[src/hw/rtl/gcbd_pkg.sv]
// Package with the shared types, constants and divider step functions of the grid cell block.
`default_nettype none
package gcbd_pkg;

   localparam int MAX_CELLS  = 1024;
   localparam int CNT_W      = 11;
   localparam int SIZE_W     = 31;
   localparam int POS_W      = 32;
   localparam int IDX_W      = 12;
   localparam int Q_W        = 32;
   localparam int DIV_STAGES = Q_W;
   localparam int FIFO_DEPTH = 4;
   localparam int FIFO_AW    = 2;
   localparam int REQ_W      = 232;
   localparam int RSP_W      = 72;

   localparam logic [CNT_W-1:0] CELLS_RESET = CNT_W'(1024);
   localparam logic [SIZE_W-1:0] SIZE_RESET = SIZE_W'(65536);
   localparam logic [31:0] DIST_MAX = 32'h7FFF_FFFF;
   localparam logic [31:0] DIST_MIN = 32'h8000_0000;

   typedef enum logic {
      CSR_CELLS = 1'b0,
      CSR_SIZE  = 1'b1
   } csr_index_type;

   // Classified axis: operands for the divider and the candidate next index.
   typedef struct packed {
      logic             ahead;
      logic             neg;
      logic             sat;
      logic [Q_W-1:0]   num;
      logic [Q_W-1:0]   den;
      logic [IDX_W-1:0] nxt;
   } axis_type;

   typedef struct packed {
      axis_type [2:0]              ax;
      logic     [2:0][IDX_W-1:0]   idx;
   } entry_type;

   // One axis in flight through the divider.
   typedef struct packed {
      logic             ahead;
      logic             neg;
      logic             sat;
      logic [Q_W-1:0]   rem;
      logic [Q_W-1:0]   nb;
      logic [Q_W-1:0]   q;
      logic [Q_W-1:0]   den;
      logic [IDX_W-1:0] nxt;
   } div_type;

   // The dividend is num * 2^30; its top bits seed the remainder.
   function automatic div_type div_init(axis_type a);
      div_type r;
      r.ahead = a.ahead;
      r.neg   = a.neg;
      r.sat   = a.sat;
      r.rem   = {2'b00, a.num[Q_W-1:2]};
      r.nb    = {a.num[1:0], 30'b0};
      r.q     = '0;
      r.den   = a.den;
      r.nxt   = a.nxt;
      return r;
   endfunction

   // One restoring division step: one quotient bit.
   function automatic div_type div_step(div_type d);
      logic [Q_W:0] t;
      logic [Q_W:0] diff;
      div_type      r;
      r    = d;
      t    = {d.rem, d.nb[Q_W-1]};
      diff = t - {1'b0, d.den};
      if (!diff[Q_W]) begin
         r.rem = diff[Q_W-1:0];
         r.q   = {d.q[Q_W-2:0], 1'b1};
      end else begin
         r.rem = t[Q_W-1:0];
         r.q   = {d.q[Q_W-2:0], 1'b0};
      end
      r.nb = {d.nb[Q_W-2:0], 1'b0};
      return r;
   endfunction

   // Apply the sign and saturate to the signed 32-bit range.
   function automatic logic [31:0] div_result(div_type d);
      logic [32:0] mag;
      logic [31:0] r;
      mag = d.sat ? 33'h1_0000_0000 : {1'b0, d.q};
      if (d.neg) begin
         if (mag >= 33'h0_8000_0000) r = DIST_MIN;
         else r = 32'(-mag);
      end else begin
         if (mag > 33'h0_7FFF_FFFF) r = DIST_MAX;
         else r = mag[31:0];
      end
      return r;
   endfunction

endpackage
`default_nettype wire

[src/hw/rtl/gcbd_queue.sv]
// Short queue between the front end and the divider back end.
`default_nettype none
module gcbd_queue (
   input  wire logic                 clock,
   input  wire logic                 reset,
   input  wire logic                 push,
   input  wire gcbd_pkg::entry_type  push_data,
   output logic                      full,
   input  wire logic                 pop,
   output logic                      empty,
   output gcbd_pkg::entry_type       pop_data
);

   gcbd_pkg::entry_type               mem_ff [gcbd_pkg::FIFO_DEPTH];
   logic [gcbd_pkg::FIFO_AW-1:0]      wptr_ff, rptr_ff;
   logic [gcbd_pkg::FIFO_AW:0]        cnt_ff;

   assign full     = cnt_ff == (gcbd_pkg::FIFO_AW+1)'(gcbd_pkg::FIFO_DEPTH);
   assign empty    = cnt_ff == '0;
   assign pop_data = mem_ff[rptr_ff];

   // Pointers and fill level.
   always_ff @(posedge clock) begin
      if (reset) begin
         wptr_ff <= '0;
         rptr_ff <= '0;
         cnt_ff  <= '0;
      end else begin
         if (push) wptr_ff <= wptr_ff + 1'b1;
         if (pop)  rptr_ff <= rptr_ff + 1'b1;
         if (push && !pop) cnt_ff <= cnt_ff + 1'b1;
         else if (pop && !push) cnt_ff <= cnt_ff - 1'b1;
      end
   end

   always_ff @(posedge clock) begin
      if (push) mem_ff[wptr_ff] <= push_data;
   end

endmodule
`default_nettype wire

[config.mk]
export PLATFORM = sky130hd
export DESIGN_NAME = gcbd_queue
export DESIGN_NICKNAME = d
export VERILOG_FILES = /design/src/hw/rtl/gcbd_pkg.sv /design/src/hw/rtl/gcbd_queue.sv
export SDC_FILE = /design/constraint.sdc
export NUM_CORES = 1
export LEC_CHECK = 0
export ABC_AREA = 1
export BUFFER_PORTS_ARGS = -buffer_cell sky130_fd_sc_hd__buf_2
export CORE_AREA = 2 2 356 393
export CTS_BUF_LIST = sky130_fd_sc_hd__clkbuf_16
export DETAILED_ROUTE_END_ITERATION = 16
export DIE_AREA = 0 0 358 395
export GPL_ROUTABILITY_DRIVEN = 1
export HOLD_SLACK_MARGIN = 0.05
export PLACE_DENSITY_LB_ADDON = 0.08
export SLEW_MARGIN = 20
export SYNTH_ARGS = -nofsm -noshare
export SYNTH_HDL_FRONTEND = slang
export SYNTH_SLANG_ARGS = --single-unit
[constraint.sdc]
create_clock -name clock -period 7.1 [get_ports clock]
set_input_delay 0 -clock clock [delete_from_list [all_inputs] [get_ports clock]]
set_output_delay 0 -clock clock [all_outputs]
set_load 0.02 [all_outputs]
==> results.ini <==
[job]
max-cap-violations=0

[synthesis]
syn_nets=2981
syn_avg_cell_area_um2=15.2
yosys_most_used_dff=edfxtp_1
synth_top_area_share_pct=80.1
ys_types=23
synthAdderAreaFrac_pct=0.202
muxShareOfSynthArea_pct=0
synth_area_leader_cell=edfxtp_1
synthTopCellsByArea=edfxtp_1 80%, o21ai_0 5.8%, nor2_1 5.1%
synth_cells=2698
synth_edf_count=1092
synth_compound_area_share_pct=10.9
async_reset_ff_share_pct=0
synth_seq_area_share_pct=80.5
synth_top_family_by_area=compound AO/OA/AOI/OAI gates
post_synth_xor_area_fraction_pct=0.0214
synth-warning-count=0
yosys.area_share.simple_pct=5.19
synth_seq_cells=1101
netlist_area_um2=41000

[die]
num_io_pins=552
dieArea_um2=141000
start_util_pct=29.8
fp.dieH_um=395
die_width_um=358
rows=143
core_area_um2=137000

[finish]
nNetsFinal=4010
syn_to_final_growth_pct=31.6
layout-drive-gt1-share_pct=19.0
regArea_um2=33000
final_cell_mix=1092 x edfxtp_1, 552 x nor2_1, 551 x buf_2
nFillCells=13000
final_common_cell=edfxtp_1
multi_input_area_um2=6700

[global_routing]
antenna_found_initial=22
grt.overflow.total=0
track_usage_pct=16.2
grt_max_degree=195
grt_pass1_vias=27400
grt_pass1_wl_um=173000

[setup_path]
critPathRequiredTime_ns=7.10
crit_type=register to output port
reg2regPathDepth=5
regToRegSetupSlack_ns=4.24
arrival_ns=4.07
path_max_fanout=173
crit_path_end_kind=output port
cp-start-kind=register
r2r_start=wptr_ff[0]

[sta]
fin_crit_sh_pct=57.3
hold_ws_ns=0.0846
fin_tns_setup_ns=0
finClkSkew_ns=0.0281
fmax_ghz=0.246
worst_slew_margin_rel_pct=12.1
worst_pin_slew_ns=1.32
min_period_ns=4.07
rsz0062_at_grt=false
finalHoldViolCount=0
finalMaxSlewViolations=0
setup_viol=0

[min_path]
hp-start=push_data[190]
hold_depth=2
hp-class=input pin to register

[power]
swShare_pct=24.9
p_int_mw=11.2
clockPowerShare_pct=37.9
vdd_drop_max_v=0.000214
p_per_area_nw_per_um2=276
p_comb_share_pct=11.7
p_seq_share_pct=50.5
p_leak_nw=18.8
switching_power_mw=3.71

[route]
drtPass1Iterations=5
drt-total-wl_um=117000
first_iter_violations=1620
routedWlPerCell_um=20.7
vias=26500
post-route-drc-count=0
ant_nets=0
via_per_inst=4.70

[clocking]
clk_pin_slew_worst_paths_ns=0.06
post-cts-setup-buffer-count=0
clock-root-buffer=clkbuf_16
cts.path.max_buffers=3
worstSkewPairLatency_ns=0.74
cts_tree=built
cts.htree.levels=3
cts_num_sinks=1101
cts_buffers=118

[placed_design]
io_buffers=551
dp_hpwl_um=62700
place.gp.congestion=0.728

[outcome]
status=completed

==> power groups by stage <==
| stage | Clock (mW) | Combinational [mW] | Sequential [mW] |
|---|---|---|---|
| global placement | 0 | 1.51 | 7.64 |
| floorplan | 0 | 0.888 | 7.69 |
| global route | 6.08 | 1.90 | 7.53 |
| finish | 5.64 | 1.74 | 7.52 |
| CTS | 5.83 | 1.78 | 7.52 |
| detailed placement | 0 | 1.54 | 7.65 |
==> Yosys cell counts, types with 2 or more instances <==
cell type  instances
edfxtp_1        1092
buf_2             30
a21oi_1            3
nand2_1            9
inv_1             15
nor3_1             2
o21ai_1           79
buf_4              5
ha_1               5
dfxtp_1            9
buf_6             57
clkbuf_1          83
o21ai_0          472
o22ai_1          273
nor2_1           552
buf_8              5
==> logic make-up (layout without fill, tap and decap cells) <==
kind of cell | Yosys count | after routing
flip-flops | 1101 | 1101
other | 0 | 13
buffers and inverters | 198 | 1314
AND/OR/NAND/NOR | 565 | 565
XOR/XNOR | 1 | 1
adder cells (fa/ha/maj) | 6 | 6
AO/OA/AOI/OAI | 827 | 827
==> metal layers <==
metal | part of all wire [%] | up-vias | global-route usage [%]
met1 | 42 | 13300 | 20.0
met3 | 7.6 | 178 | 4.66
met2 | 48 | 686 | 27.3
li1 | - | 12300 | -
met5 | 0.14 | - | 0
met4 | 2.4 | 26 | 4.79
==> worst max-delay path, cell delays in order, from the launching register on <==
cell,delay [ns]
dfxtp_4,0.91
buf_4,0.76
buf_12,0.50
o21ai_0,0.21
o22ai_1,0.32
buf_2,0.23
==> flip-flops by register name (all words and copies together), names as in the netlist, named ones only <==
name	count
rptr_ff	2
wptr_ff	2
mem_ff	1092
cnt_ff	3
==> metrics by stage <==
step	cell area, um2	power (mW)	instances	setup slack (ns)	util [%]
global route	53900	15.5	5630	2.67	39.2
floorplan	41000	8.58	2698	0.656	-
CTS	53900	15.1	5626	2.84	39.2
finish	53900	14.9	5639	3.03	39.2
global placement	45100	9.15	4899	3.53	32.8
detailed placement	45100	9.19	4899	3.66	32.8
==> layout make-up <==
| cell class | count | share of cell area [%] |
|---|---|---|
| timing repair buffer | 1090 | 15.3 |
| antenna | 13 | 0.0603 |
| clock buffer | 119 | 5.52 |
| multi-input combinational | 1399 | 12.4 |
| inverter | 17 | 0.218 |
| clock inverter | 88 | 1.09 |
| tap | 1812 | 4.20 |
| sequential | 1101 | 61.2 |
==> worst paths after layout <==
| path | endpoint |
|---|---|
| worst min register to register | register |
| worst max-delay path | pop_data[165] |
| worst min-delay path | mem_ff[2][190] |
| worst max register to register | mem_ff[2][148] |
==> timing repair <==
item / CTS / global route
resized for setup: 0 / 0
hold buffers: 520 / 0
setup endpoints to repair: 0 / 0
endpoints found under the hold margin: 1236 / 0
(Power assumes the default switching activity.)
