$ cat config.mk
export PLATFORM = sky130hd
export DESIGN_NAME = gcbd_front
export DESIGN_NICKNAME = d
export VERILOG_FILES = /design/src/hw/rtl/gcbd_pkg.sv /design/src/hw/rtl/gcbd_front.sv
export SDC_FILE = /design/constraint.sdc
export NUM_CORES = 2
export LEC_CHECK = 0
export BUFFER_PORTS_ARGS = -buffer_cell sky130_fd_sc_hd__buf_2
export CAP_MARGIN = 10
export CORE_AREA = 2 2 385 425
export DETAILED_ROUTE_END_ITERATION = 8
export DIE_AREA = 0 0 387 427
export PLACE_DENSITY = 0.68
export SLEW_MARGIN = 20
export SYNTH_ARGS = -nofsm -noshare
export SYNTH_HDL_FRONTEND = slang
export SYNTH_SLANG_ARGS = --single-unit
export TNS_END_PERCENT = 1
$ cat constraint.sdc
create_clock -name clock -period 17.6 [get_ports clock]
set_input_delay 0.88 -clock clock [delete_from_list [all_inputs] [get_ports clock]]
set_output_delay 0.88 -clock clock [all_outputs]
set_load 0.02 [all_outputs]
$ cat src/hw/rtl/gcbd_pkg.sv
// Package with the shared types, constants and divider step functions of the grid cell block.
`default_nettype none
package gcbd_pkg;

   localparam int MAX_CELLS  = 1024;
   localparam int CNT_W      = 11;
   localparam int SIZE_W     = 31;
   localparam int POS_W      = 32;
   localparam int IDX_W      = 12;
   localparam int Q_W        = 32;
   localparam int DIV_STAGES = Q_W;
   localparam int FIFO_DEPTH = 4;
   localparam int FIFO_AW    = 2;
   localparam int REQ_W      = 232;
   localparam int RSP_W      = 72;

   localparam logic [CNT_W-1:0] CELLS_RESET = CNT_W'(1024);
   localparam logic [SIZE_W-1:0] SIZE_RESET = SIZE_W'(65536);
   localparam logic [31:0] DIST_MAX = 32'h7FFF_FFFF;
   localparam logic [31:0] DIST_MIN = 32'h8000_0000;

   typedef enum logic {
      CSR_CELLS = 1'b0,
      CSR_SIZE  = 1'b1
   } csr_index_type;

   // Classified axis: operands for the divider and the candidate next index.
   typedef struct packed {
      logic             ahead;
      logic             neg;
      logic             sat;
      logic [Q_W-1:0]   num;
      logic [Q_W-1:0]   den;
      logic [IDX_W-1:0] nxt;
   } axis_type;

   typedef struct packed {
      axis_type [2:0]              ax;
      logic     [2:0][IDX_W-1:0]   idx;
   } entry_type;

   // One axis in flight through the divider.
   typedef struct packed {
      logic             ahead;
      logic             neg;
      logic             sat;
      logic [Q_W-1:0]   rem;
      logic [Q_W-1:0]   nb;
      logic [Q_W-1:0]   q;
      logic [Q_W-1:0]   den;
      logic [IDX_W-1:0] nxt;
   } div_type;

   // The dividend is num * 2^30; its top bits seed the remainder.
   function automatic div_type div_init(axis_type a);
      div_type r;
      r.ahead = a.ahead;
      r.neg   = a.neg;
      r.sat   = a.sat;
      r.rem   = {2'b00, a.num[Q_W-1:2]};
      r.nb    = {a.num[1:0], 30'b0};
      r.q     = '0;
      r.den   = a.den;
      r.nxt   = a.nxt;
      return r;
   endfunction

   // One restoring division step: one quotient bit.
   function automatic div_type div_step(div_type d);
      logic [Q_W:0] t;
      logic [Q_W:0] diff;
      div_type      r;
      r    = d;
      t    = {d.rem, d.nb[Q_W-1]};
      diff = t - {1'b0, d.den};
      if (!diff[Q_W]) begin
         r.rem = diff[Q_W-1:0];
         r.q   = {d.q[Q_W-2:0], 1'b1};
      end else begin
         r.rem = t[Q_W-1:0];
         r.q   = {d.q[Q_W-2:0], 1'b0};
      end
      r.nb = {d.nb[Q_W-2:0], 1'b0};
      return r;
   endfunction

   // Apply the sign and saturate to the signed 32-bit range.
   function automatic logic [31:0] div_result(div_type d);
      logic [32:0] mag;
      logic [31:0] r;
      mag = d.sat ? 33'h1_0000_0000 : {1'b0, d.q};
      if (d.neg) begin
         if (mag >= 33'h0_8000_0000) r = DIST_MIN;
         else r = 32'(-mag);
      end else begin
         if (mag > 33'h0_7FFF_FFFF) r = DIST_MAX;
         else r = mag[31:0];
      end
      return r;
   endfunction

endpackage
`default_nettype wire

$ cat src/hw/rtl/gcbd_front.sv
// Front end: accepts queries, works out the face ahead on each axis and the divider operands.
`default_nettype none
module gcbd_front (
   input  wire logic                         clock,
   input  wire logic                         reset,
   input  wire logic                         req_valid,
   output logic                              req_ready,
   input  wire logic [gcbd_pkg::REQ_W-1:0]   req_data,
   input  wire logic [gcbd_pkg::CNT_W-1:0]   cells,
   input  wire logic [gcbd_pkg::SIZE_W-1:0]  cell_size,
   input  wire logic                         q_full,
   output logic                              q_push,
   output gcbd_pkg::entry_type               q_data
);

   logic                                   en;
   logic                                   s1_valid_ff, s2_valid_ff;
   logic signed [44:0]                     s1_face_ff [3];
   logic signed [44:0]                     s1_face_in [3];
   logic        [31:0]                     s1_pos_ff  [3];
   logic        [31:0]                     s1_dir_ff  [3];
   logic        [gcbd_pkg::IDX_W-1:0]      s1_nxt_ff  [3];
   logic        [gcbd_pkg::IDX_W-1:0]      s1_nxt_in  [3];
   logic        [2:0]                      s1_ahead_ff, s1_ahead_in;
   logic        [2:0][gcbd_pkg::IDX_W-1:0] s1_idx_ff;
   gcbd_pkg::entry_type                    s2_ff, s2_in;
   logic        [gcbd_pkg::CNT_W-1:0]      count;

   // The whole front advances unless its last stage cannot enter the queue.
   assign en        = !(s2_valid_ff && q_full);
   assign req_ready = en;
   assign q_push    = s2_valid_ff && !q_full;
   assign q_data    = s2_ff;

   assign count = (cells > gcbd_pkg::CNT_W'(gcbd_pkg::MAX_CELLS)) ?
                  gcbd_pkg::CNT_W'(gcbd_pkg::MAX_CELLS) : cells;

   // Face test and face position on each axis.
   always_comb begin
      for (int a = 0; a < 3; a++) begin
         logic signed [31:0]                dir;
         logic signed [gcbd_pkg::IDX_W-1:0] idx;
         logic signed [12:0]                fidx;
         logic signed [44:0]                fi;
         logic signed [44:0]                sz;
         dir  = $signed(req_data[96 + 32*a +: 32]);
         idx  = $signed(req_data[192 + 12*a +: 12]);
         fidx = 13'(idx);
         s1_ahead_in[a] = 1'b0;
         s1_nxt_in[a]   = idx;
         if (dir > 0) begin
            fidx = 13'(idx) + 13'sd1;
            s1_nxt_in[a]   = gcbd_pkg::IDX_W'(idx + 12'sd1);
            s1_ahead_in[a] = idx < $signed({1'b0, count});
         end else if (dir < 0) begin
            s1_nxt_in[a]   = gcbd_pkg::IDX_W'(idx - 12'sd1);
            s1_ahead_in[a] = !idx[gcbd_pkg::IDX_W-1];
         end
         fi = 45'(fidx);
         sz = 45'($signed({1'b0, cell_size}));
         s1_face_in[a] = fi * sz;
      end
   end

   // Distance to the face, its magnitude and the saturation test.
   always_comb begin
      for (int a = 0; a < 3; a++) begin
         logic signed [45:0] diff;
         logic        [45:0] mag;
         logic        [32:0] den;
         logic signed [31:0] dir;
         dir  = $signed(s1_dir_ff[a]);
         diff = 46'(s1_face_ff[a]) - 46'($signed(s1_pos_ff[a]));
         mag  = diff[45] ? 46'(-diff) : 46'(diff);
         den  = dir[31] ? 33'(-33'(dir)) : 33'(dir);
         s2_in.ax[a].ahead = s1_ahead_ff[a];
         s2_in.ax[a].neg   = diff[45] ^ dir[31];
         s2_in.ax[a].sat   = mag >= {12'b0, den, 1'b0};
         s2_in.ax[a].num   = mag[31:0];
         s2_in.ax[a].den   = den[31:0];
         s2_in.ax[a].nxt   = s1_nxt_ff[a];
      end
      s2_in.idx = s1_idx_ff;
   end

   always_ff @(posedge clock) begin
      if (reset) begin
         s1_valid_ff <= 1'b0;
         s2_valid_ff <= 1'b0;
      end else if (en) begin
         s1_valid_ff <= req_valid;
         s2_valid_ff <= s1_valid_ff;
      end
   end

   always_ff @(posedge clock) begin
      if (en) begin
         for (int a = 0; a < 3; a++) begin
            s1_face_ff[a] <= s1_face_in[a];
            s1_pos_ff[a]  <= req_data[32*a +: 32];
            s1_dir_ff[a]  <= req_data[96 + 32*a +: 32];
            s1_nxt_ff[a]  <= s1_nxt_in[a];
            s1_idx_ff[a]  <= req_data[192 + 12*a +: 12];
         end
         s1_ahead_ff <= s1_ahead_in;
         s2_ff       <= s2_in;
      end
   end

endmodule
`default_nettype wire

==> qor.txt <==
area taken by multi-input logic gates: 51620 um^2
CORE AREA: 161200 um^2
count of distinct cell types in the synthesized netlist: 108
global-route wire length before repair: 315.1 mm
global placer's final weighted congestion: 0.8824
number of clock buffers inserted by TritonCTS: 76
Most used DFF post-synth: sky130_fd_sc_hd__edfxtp_1
result of the run: completed
pin count of the biggest net entering global routing: 77
standby leakage power: 39.25 nW
fraction of met2 tracks used by global routing: 0.4239
cell with the largest stage delay on the worst path: sky130_fd_sc_hd__xor2_4
critical path startpoint category: input port
detailed-router iteration count before antenna repair: 5
largest fanout of any net on the critical path: 31
number of global-route vias before repair: 59.96k
Routed wire per std cell: 19.03 um
Final min period: 11.06 ns
Comb power frac: 0.754
FP Rows: 155
starting density of the core: 0.4775
vias after detailed routing: 57.30k
Post-synth EDFFs: 675
maximum clock path buffer count: 3
overall track demand over capacity in global routing: 0.2384
global routing usage on met3: 0.03187
Switch Pwr: 8.892 mW
Area growth, synth to finish: 10.03%
Flop pwr share: 0.160
fraction of layout instances using a drive strength above 1: 0.1068
maximum vdd ir drop: 0.2207 mV
Max stage delay on crit path: 0.86 ns
most used cell along the critical path: sky130_fd_sc_hd__fa_1
overall die area: 165200 um^2
final count of pins violating max slew: 0
Die X-Extent: 387 um
FILL cells: 14.33k
clock share of power: 0.086
average footprint of a synthesized cell: 9.965 um^2
aggregate global routing overflow: 0
CTS tree: built
count of boundary I/O pins: 553
quantity of hold-fixing buffers added after cts: 0
Setup-failing EPs final: 0
Yosys warnings: 0
number of vias per cell after detailed routing: 5.556
Fin Setup TNS: 0 ns
antenna violations before repair: 41
Top Usage Layer GRT: met2
number of buffers inserted by post-CTS setup repair: 0
Highest Clock Rate: 90.45 MHz
net count of the finished layout: 10.01k
classification of the worst-slack hold path: in -> reg
count of unresolved DRC violations after routing: 0
type of element capturing the critical path: flop
Port-buffer cells: 548
crit share post-route: 0.6282
worst hold slack: 0.3107 ns
number of cells upsized or downsized after cts: 0
Die Height: 427 um
number of design-rule violations left by the first detailed-router iteration: 3362
Register-to-Register Setup Slack: 9.81 ns
critical setup path kind: in -> reg
cell count after synthesis: 7722
internal power of the cells: 9.789 mW
Layout Cells excl Fill: 10.31k
wire length reported by the detailed router: 196.2 mm
Fin. Hold Viols: 0
Clock Root Buffer: sky130_fd_sc_hd__clkbuf_16
reported max-cap violation count: 0
Synth async-reset ratio: 0
Post-Syn Area: 76950 um^2
clock latency of the later-clocked register in the worst-skew pair: 0.74 ns
dpl hpwl: 150.6 mm
count of H-tree levels built during CTS: 3
Power Density: 220.6 nW/um^2
register area share after synthesis: 0.2639
clock sinks: 677
Switching Fraction: 0.4760
worst relative slew slack: 0.2336
setup repair after global routing missed its margin: false
worst clock skew: 0.06400 ns
register bit count reported by yosys: 677
Worst-Margin Slew: 1.150 ns
DP Cell Count: 10.14k
storage element area: 20310 um^2
register clock-pin slew on the reported worst setup and hold paths: 0.07 ns
required time reported for the critical path endpoint: 18.05 ns
count of nets left with antenna violations after detail routing: 0
Crit path arrival time: 11.51 ns
GRT met1 Usage: 0.2899
worst paths after layout:
kind / startpoint / to / cells after the start
worst min register to register: s1_idx_ff[20] / q_data[20] / 0
worst max register to register: s1_face_ff[0][91] / q_data[270] / 26
worst max-delay path: req_data[191] / s1_face_ff[0][132] / 38
worst min-delay path: req_data[9] / s1_pos_ff[0][9] / 1
metal layers:
layer	routed length [um]	share of wire	up-vias
li1	-	-	26370
met1	78210	0.40	28750
met2	99330	0.51	1765
met3	10940	0.056	406
met4	7699	0.039	10
met5	62	0.00032	-
synthesized netlist by cell type, types with 45 or more instances:
| cell | count | share of area |
|---|---|---|
| sky130_fd_sc_hd__nand2b_1 | 73 | 0.0059 |
| sky130_fd_sc_hd__clkbuf_1 | 309 | 0.015 |
| sky130_fd_sc_hd__nand4_1 | 59 | 0.0048 |
| sky130_fd_sc_hd__fa_1 | 960 | 0.25 |
| sky130_fd_sc_hd__o21ai_0 | 219 | 0.014 |
| sky130_fd_sc_hd__nor2_1 | 301 | 0.015 |
| sky130_fd_sc_hd__o21a_1 | 65 | 0.0063 |
| sky130_fd_sc_hd__edfxtp_1 | 675 | 0.26 |
| sky130_fd_sc_hd__nand2_1 | 902 | 0.044 |
| sky130_fd_sc_hd__xnor2_1 | 306 | 0.035 |
| sky130_fd_sc_hd__nor3_1 | 72 | 0.0047 |
| sky130_fd_sc_hd__nand3_1 | 88 | 0.0057 |
| sky130_fd_sc_hd__inv_1 | 1110 | 0.054 |
| sky130_fd_sc_hd__and3_1 | 45 | 0.0037 |
| sky130_fd_sc_hd__a21o_1 | 159 | 0.016 |
| sky130_fd_sc_hd__and2_1 | 487 | 0.040 |
| sky130_fd_sc_hd__nor4_1 | 56 | 0.0046 |
| sky130_fd_sc_hd__a21oi_1 | 293 | 0.019 |
| sky130_fd_sc_hd__xor2_1 | 148 | 0.017 |
| sky130_fd_sc_hd__or2_2 | 47 | 0.0038 |
| sky130_fd_sc_hd__nor2b_1 | 81 | 0.0066 |
| sky130_fd_sc_hd__ha_1 | 675 | 0.11 |
flip-flops by register name, indices dropped and copies added, names as in the netlist:
register,cells
s1_nxt_ff,36
q_data,273
s2_valid_ff,1
s1_face_ff,135
s1_pos_ff,96
s1_ahead_ff,3
s1_dir_ff,96
s1_valid_ff,1
s1_idx_ff,36
critical path, delay by kind of cell:
kind                       cells  cell delay, ns
and+or+nand+nor               13            3.33
xor gates and xnor gates       2            0.99
buffers and inverters          6            0.73
adders and majority gates      7            3.34
AOI/OAI and AO/OA             10            2.16
kinds of logic (layout without fill, tap and decap cells):
family	count (synthesis)	in the layout	synth area share
and+or+nand+nor	2372	2372	0.1548
AOI/OAI and AO/OA	1128	1128	0.09761
other	1	39	0.00004873
xor gates and xnor gates	454	454	0.05167
buffers and inverters	1440	1873	0.07044
DFF	677	677	0.2639
adders and majority gates	1635	1635	0.3595
muxes	15	15	0.002016
through the flow:
step	cell area (um^2)	util	power (mW)	setup WS, ns
2_1_floorplan	76960	-	13.89	0.8546
3_3_place_gp	82060	0.5092	16.72	5.806
3_5_place_dp	82060	0.5092	17.04	5.811
4_1_cts	84550	0.5246	18.79	6.519
5_1_grt	84660	0.5253	20.72	5.781
6_report	84670	0.5254	18.68	6.544
power groups by stage:
stage	Clock, mW	Sequential, mW	Combinational (mW)
finish	1.61	2.99	14.1
CTS	1.65	2.99	14.1
global route	1.71	3.02	16.0
global placement	0	3.02	13.7
floorplan	0	3.24	10.7
detailed placement	0	3.02	14.0
layout make-up:
class	count	area share
Multi-Input combinational cell	5607	0.6097
Tap cell	2119	0.03131
Timing Repair Buffer	624	0.03937
Antenna cell	36	0.001064
Clock inverter	50	0.006177
Clock buffer	88	0.02324
Sequential cell	677	0.2399
Inverter	1111	0.04925
placed cells by master (no fill, tap or decap), types with 73 or more instances in the layout:
cell type / instances
sky130_fd_sc_hd__a21o_1: 159
sky130_fd_sc_hd__a21oi_1: 293
sky130_fd_sc_hd__and2_1: 487
sky130_fd_sc_hd__buf_2: 548
sky130_fd_sc_hd__buf_4: 75
sky130_fd_sc_hd__clkbuf_16: 77
sky130_fd_sc_hd__edfxtp_1: 675
sky130_fd_sc_hd__fa_1: 960
sky130_fd_sc_hd__ha_1: 675
sky130_fd_sc_hd__inv_1: 1110
sky130_fd_sc_hd__nand2_1: 901
sky130_fd_sc_hd__nand2b_1: 73
sky130_fd_sc_hd__nand3_1: 88
sky130_fd_sc_hd__nor2_1: 301
sky130_fd_sc_hd__nor2b_1: 81
sky130_fd_sc_hd__o21ai_0: 217
sky130_fd_sc_hd__xnor2_1: 288
sky130_fd_sc_hd__xor2_1: 133
Power figures use the tool's default switching activity.
